`src/cbe_pkg.sv`:
```
// ----------------------------------------------------------------------------
// cbe_pkg
// Shared types and constants for the CBOR item head encoder.
// ----------------------------------------------------------------------------
package cbe_pkg;

    typedef enum logic [2:0] {
        OP_UINT   = 3'd0,
        OP_SINT   = 3'd1,
        OP_TEXT   = 3'd2,
        OP_RAW    = 3'd3,
        OP_HALF   = 3'd4,
        OP_SINGLE = 3'd5
    } op_t;

    localparam int MAX_BYTES = 5;
    localparam int CNT_W     = $clog2(MAX_BYTES + 1);

    // major type bits, already in bits 7..5
    localparam logic [7:0] MT_UINT = 8'h00;
    localparam logic [7:0] MT_NINT = 8'h20;
    localparam logic [7:0] MT_TEXT = 8'h60;

    // additional info codes
    localparam logic [7:0] AI_ONE  = 8'h18;
    localparam logic [7:0] AI_TWO  = 8'h19;
    localparam logic [7:0] AI_FOUR = 8'h1A;

    localparam logic [7:0] IB_HALF   = 8'hF9;
    localparam logic [7:0] IB_SINGLE = 8'hFA;

    localparam logic [15:0] HALF_INF  = 16'h7C00;
    localparam logic [7:0]  EXP_LOW   = 8'd112;
    localparam logic [7:0]  EXP_HIGH  = 8'd143;

    // encoded item, first byte in the top bits
    typedef struct packed {
        logic [8*MAX_BYTES-1:0] bytes;
        logic [CNT_W-1:0]       count;
    } enc_t;

endpackage

```
`src/cbe_encode.sv`:
```
// ----------------------------------------------------------------------------
// cbe_encode
// Combinational encoder: one request in, up to five head bytes out.
// ----------------------------------------------------------------------------
module cbe_encode (
    input  logic [2:0]   op,
    input  logic [31:0]  value,
    output cbe_pkg::enc_t enc
);
    import cbe_pkg::*;

    logic [7:0]  mt;
    logic [31:0] arg;
    logic [15:0] half;
    logic [7:0]  exp_in;
    logic [7:0]  exp_reb;
    enc_t        hd;

    // major type and argument for the integer and text heads
    always_comb
    begin
        mt  = MT_UINT;
        arg = value;
        case (op)
            OP_SINT:
            begin
                if (value[31])
                begin
                    mt  = MT_NINT;
                    arg = ~value;
                end
            end
            OP_TEXT: mt = MT_TEXT;
            default: mt = MT_UINT;
        endcase
    end

    // shortest head form
    always_comb
    begin
        if (arg < 32'd24)
        begin
            hd.bytes = {mt | {3'b000, arg[4:0]}, 32'h0};
            hd.count = CNT_W'(1);
        end
        else if (arg < 32'd256)
        begin
            hd.bytes = {mt | AI_ONE, arg[7:0], 24'h0};
            hd.count = CNT_W'(2);
        end
        else if (arg < 32'd65536)
        begin
            hd.bytes = {mt | AI_TWO, arg[15:0], 16'h0};
            hd.count = CNT_W'(3);
        end
        else
        begin
            hd.bytes = {mt | AI_FOUR, arg};
            hd.count = CNT_W'(5);
        end
    end

    // single to half, truncating mantissa, flush to zero, clamp to infinity
    always_comb
    begin
        exp_in  = value[30:23];
        exp_reb = exp_in - EXP_LOW;
        if (exp_in <= EXP_LOW)
            half = {value[31], 15'h0};
        else if (exp_in >= EXP_HIGH)
            half = {value[31], HALF_INF[14:0]};
        else
            half = {value[31], exp_reb[4:0], value[22:13]};
    end

    always_comb
    begin
        case (op)
            OP_UINT, OP_SINT, OP_TEXT: enc = hd;
            OP_RAW:
            begin
                enc.bytes = {value[7:0], 32'h0};
                enc.count = CNT_W'(1);
            end
            OP_HALF:
            begin
                enc.bytes = {IB_HALF, half, 16'h0};
                enc.count = CNT_W'(3);
            end
            OP_SINGLE:
            begin
                enc.bytes = {IB_SINGLE, value};
                enc.count = CNT_W'(5);
            end
            default:
            begin
                enc.bytes = '0;
                enc.count = '0;
            end
        endcase
    end

endmodule

```
`src/cbor_item_head_encoder.sv`:
```
// ----------------------------------------------------------------------------
// cbor_item_head_encoder
// Encodes one CBOR data item head per request and streams its bytes out.
// ----------------------------------------------------------------------------
// path: an accepted request is registered, then loaded into the one-byte output
//   serializer once it is empty or on its final byte, and the serializer strobes
//   its bytes; a request enters while the previous item drains
// reset: rst_n async low clears the request and serializer valid state
// the receiver cannot stall: every strobed byte is taken that cycle
module cbor_item_head_encoder (
    input  logic        clk,
    input  logic        rst_n,
    input  logic        start,
    output logic        busy,
    input  logic [2:0]  op,
    input  logic [31:0] value,
    output logic        strobe,
    output logic [7:0]  data_byte,
    output logic        last
);
    import cbe_pkg::*;

    // request register
    logic          req_valid_reg, req_valid_next;
    logic [2:0]    req_op_reg;
    logic [31:0]   req_value_reg;

    // output serializer
    logic [8*MAX_BYTES-1:0] shift_reg, shift_next;
    logic [CNT_W-1:0]       cnt_reg, cnt_next;

    enc_t enc;
    logic accept;
    logic load;

    cbe_encode u_encode (
        .op    (req_op_reg),
        .value (req_value_reg),
        .enc   (enc)
    );

    // serializer can take a new item when empty or on its final byte
    assign load   = (cnt_reg <= CNT_W'(1));
    assign busy   = req_valid_reg && !load;
    assign accept = start && !busy;

    assign strobe    = (cnt_reg != '0);
    assign last      = (cnt_reg == CNT_W'(1));
    assign data_byte = shift_reg[8*MAX_BYTES-1 -: 8];

    always_comb
    begin
        req_valid_next = req_valid_reg;
        shift_next     = shift_reg;
        cnt_next       = cnt_reg;

        if (load && req_valid_reg)
        begin
            // hand the encoded item over; unused opcodes give zero bytes
            shift_next     = enc.bytes;
            cnt_next       = enc.count;
            req_valid_next = 1'b0;
        end
        else if (strobe)
        begin
            shift_next = {shift_reg[8*MAX_BYTES-9:0], 8'h0};
            cnt_next   = cnt_reg - CNT_W'(1);
        end

        if (accept)
            req_valid_next = 1'b1;
    end

    always_ff @(posedge clk or negedge rst_n)
    begin
        if (!rst_n)
        begin
            req_valid_reg <= 1'b0;
            cnt_reg       <= '0;
        end
        else
        begin
            req_valid_reg <= req_valid_next;
            cnt_reg       <= cnt_next;
        end
    end

    // payload, no reset
    always_ff @(posedge clk)
    begin
        shift_reg <= shift_next;
        if (accept)
        begin
            req_op_reg    <= op;
            req_value_reg <= value;
        end
    end

endmodule

```
`config.mk`:
```
export PLATFORM = sky130hd
export DESIGN_NAME = cbor_item_head_encoder
export DESIGN_NICKNAME = d
export VERILOG_FILES = /design/src/cbe_pkg.sv /design/src/cbe_encode.sv /design/src/cbor_item_head_encoder.sv
export SDC_FILE = /design/constraint.sdc
export NUM_CORES = 1
export LEC_CHECK = 0
export BUFFER_PORTS_ARGS = -buffer_cell sky130_fd_sc_hd__buf_4
export CORE_MARGIN = 2
export CORE_UTILIZATION = 53
export DETAILED_ROUTE_END_ITERATION = 10
export GPL_TIMING_DRIVEN = 0
export HOLD_SLACK_MARGIN = 0.03
export PLACE_DENSITY = 0.76
export SYNTH_ARGS = -nofsm -noshare
export SYNTH_HDL_FRONTEND = slang
export SYNTH_SLANG_ARGS = --single-unit
```
`constraint.sdc`:
```
create_clock -name clk -period 2.5 [get_ports clk]
set_input_delay 0.25 -clock clk [delete_from_list [all_inputs] [get_ports clk]]
set_output_delay 0.25 -clock clk [all_outputs]
set_load 0.005 [all_outputs]
```
==> out/metrics.yaml <==
status:
  status: "finished clean"
detailed_routing:
  vias: 3606
  vias_per_cell: 6.39
  routed_wl_um: 11400
  drt_iter0_markers: 379
  routedWlPerCell_um: 20.3
  route.detailed.drc: 0
  firstDrtPassIters: 5
  ant_nets: 0
placement:
  hpwl_um: 8180
  place.gp.congestion: 0.935
  portBuffers: 48
cells_and_area:
  fin_util_pct: 63.0
  nets: 495
  n_antenna_cell: 0
  largest_register_ffs: 40
  nFillCells: 685
  syn_to_final_growth_pct: 16.2
  drive_above_1_share_pct: 24.8
sta:
  finalSetupViolations: 0
  setup-tns-final_ps: 0
  slew_headroom_pct: 44.8
  slew_viol_final: 0
  fin_crit_ps: 2440
  fin_crit_sh_pct: 97.4
  fin_hold_ws_ps: 57.2
  hold_viol: 0
  worst_pin_slew_ps: 828
  max_freq_mhz: 411
  fin_worst_skew_ps: 10.6
die:
  die-area_um2: 9060
  io-pin-count: 49
  die_w_um: 95.2
  rows: 33
  initial_utilization_pct: 54.2
  die_y_um: 95.2
  core_area_um2: 8130
cts:
  htreeDepth: 3
  cts_buffer_depth: 2
  clk_latency_ps: 360
  cts_buffers: 9
  clk_pin_slew_ps: 90
  postCtsSetupBuffers: 0
  cts.sinks: 79
  cts_tree: "yes"
  root_buffer: "clkbuf_8"
hold_path:
  hp-start: "value[10]"
  holdPathStages: 1
  hold_class: "input port to flip-flop"
  hold_end: "req_value_reg[10]$_DFFE_PP_"
yosys:
  synth.avg_cell_area_um2: 11.2
  yosys_most_used_dff: "edfxtp_1"
  synth_cell_type_count: 65
  synthCells: 393
  ys_seq_area_share_pct: 53.4
  synth.top_cell.area_share_pct: 51.1
  synth_nets: 434
  async_reset_ff_share_pct: 5.06
  yosysWarnings: 0
  synth-seq-cells: 79
  synth_common_cells: "edfxtp_1, nor2_1, nand2_1"
  synth_area_leader_cell: "edfxtp_1"
  synth_most_common_cell: "edfxtp_1"
  synth_area_um2: 4410
  netlist_top_cells_area: "edfxtp_1, nor2_1, nand2_1"
  synth_edf_count: 75
worst_setup_path:
  critPathCaptureType: "flip-flop"
  cp_max_fo: 7
  crit_type: "flip-flop to flip-flop"
  rr_endpoint: "shift_reg[26]$_DFFE_PP_"
  reg2reg_depth: 7
  reg2reg_from: "req_value_reg[5]$_DFFE_PP_"
  worst-r2r-setup-slack_ps: 60
  crit_required_ps: 2580
  cp_data_arrival_time_ps: 2520
  start_kind: "flip-flop"
power_and_ir_drop:
  power_mw: 5.34
  leakage_nw: 1.84
  ir_worst_vdd_mv: 0.481
  p_per_area_nw_per_um2: 1040
grt:
  grt_max_degree: 36
  antenna_found_initial: 0
  grt_pass1_wl_um: 17700
  grt_pass1_vias: 3433
  grt_overflow: 0
  grtUsageTotal_pct: 26.7
run:
  drv_cap: 0
## logic make-up after synthesis
kind of cell	count (synthesis)	share of synthesized area, %
XOR/XNOR	16	3.18
AND/OR/NAND/NOR	123	15.7
buffers and inverters	39	4.80
adder cells (fa/ha/maj)	3	0.852
multiplexers	11	2.56
AO/OA/AOI/OAI	122	19.5
flip-flops	79	53.4
## cell usage in the layout (no fill, tap or decap), types with 4 or more instances in the layout
cell / n
dfrtp_1: 4
a221oi_1: 8
nor2b_1: 8
nor4_1: 5
o211ai_1: 7
clkbuf_8: 9
a21oi_1: 17
o31ai_1: 4
o311ai_1: 4
buf_2: 5
nor3_1: 5
clkbuf_1: 13
xor2_1: 9
nor2_1: 33
a221o_1: 9
nand4_1: 5
mux2i_1: 9
inv_1: 4
and3_1: 4
nand2_1: 27
a22oi_1: 4
nand3_1: 5
xnor2_1: 7
a211oi_1: 4
o221ai_1: 4
o21ai_1: 22
a31oi_1: 8
o21ai_0: 14
nand2b_1: 4
buf_4: 58
edfxtp_1: 75
## critical path, stage by stage (launching register included)
cell	delay (ps)
edfxtp_1	370
clkbuf_1	250
or3_1	460
a21oi_1	170
nand2_1	120
a311o_1	370
a21oi_1	270
o311ai_1	160
## per-stage QoR
step / area (µm²) / worst slack, ps / instances
final: 5120 / 64.0 / 564
after global routing: 5120 / -23.6 / 564
after CTS: 5110 / 98.5 / 564
after detailed placement: 4920 / 115 / 547
after global placement: 4900 / -558 / 546
after floorplan: 4410 / 53.4 / 393
## repair_timing
action | in CTS | in global routing
hold endpoints to repair | 4 | 0
hold buffers | 1 | 0
gates resized for setup | 0 | 4
setup endpoints to repair | 0 | 16
## worst max path at each step
stage                                            from                      end  slack (ps)  cells past startpoint
after floorplan                cnt_reg[2]$_DFFE_PN0P_   cnt_reg[0]$_DFFE_PN0P_          50                      6
after global placement         cnt_reg[2]$_DFFE_PN0P_   cnt_reg[0]$_DFFE_PN0P_        -560                      6
after detailed placement      req_op_reg[2]$_DFFE_PP_  shift_reg[27]$_DFFE_PP_         120                      8
after CTS                     req_op_reg[2]$_DFFE_PP_  shift_reg[27]$_DFFE_PP_         100                      8
after global routing      req_value_reg[20]$_DFFE_PP_  shift_reg[26]$_DFFE_PP_         -20                      5
final                      req_value_reg[5]$_DFFE_PP_  shift_reg[26]$_DFFE_PP_          60                      7
## per-layer routing
| metal | vias to the layer above | part of all wire, % | global-route usage (%) |
|---|---|---|---|
| met2 | 213 | 48 | 43.5 |
| met1 | 1708 | 40 | 34.1 |
| met3 | 40 | 8.5 | 4.98 |
| met5 | - | 0 | 0 |
| li1 | 1645 | - | - |
| met4 | 0 | 4.0 | 14.0 |
## area by class of cell
type / instances / area [µm²] / area share (%)
inverter: 4 / 15.0 / 0.293
clock inverter: 7 / 55.1 / 1.08
timing repair buffer: 50 / 390 / 7.62
multi-input combinational: 275 / 1860 / 36.3
tap: 105 / 131 / 2.57
buffer: 35 / 196 / 3.84
sequential: 79 / 2350 / 45.9
clock buffer: 9 / 124 / 2.42
## power breakdown
part	leakage [nW]	switching, mW	internal [mW]
combinational	0.935	1.23	0.861
clock	0.0818	0.512	0.370
sequential	0.825	0.275	2.09
No activity file was read; power rests on OpenSTA's default activity.
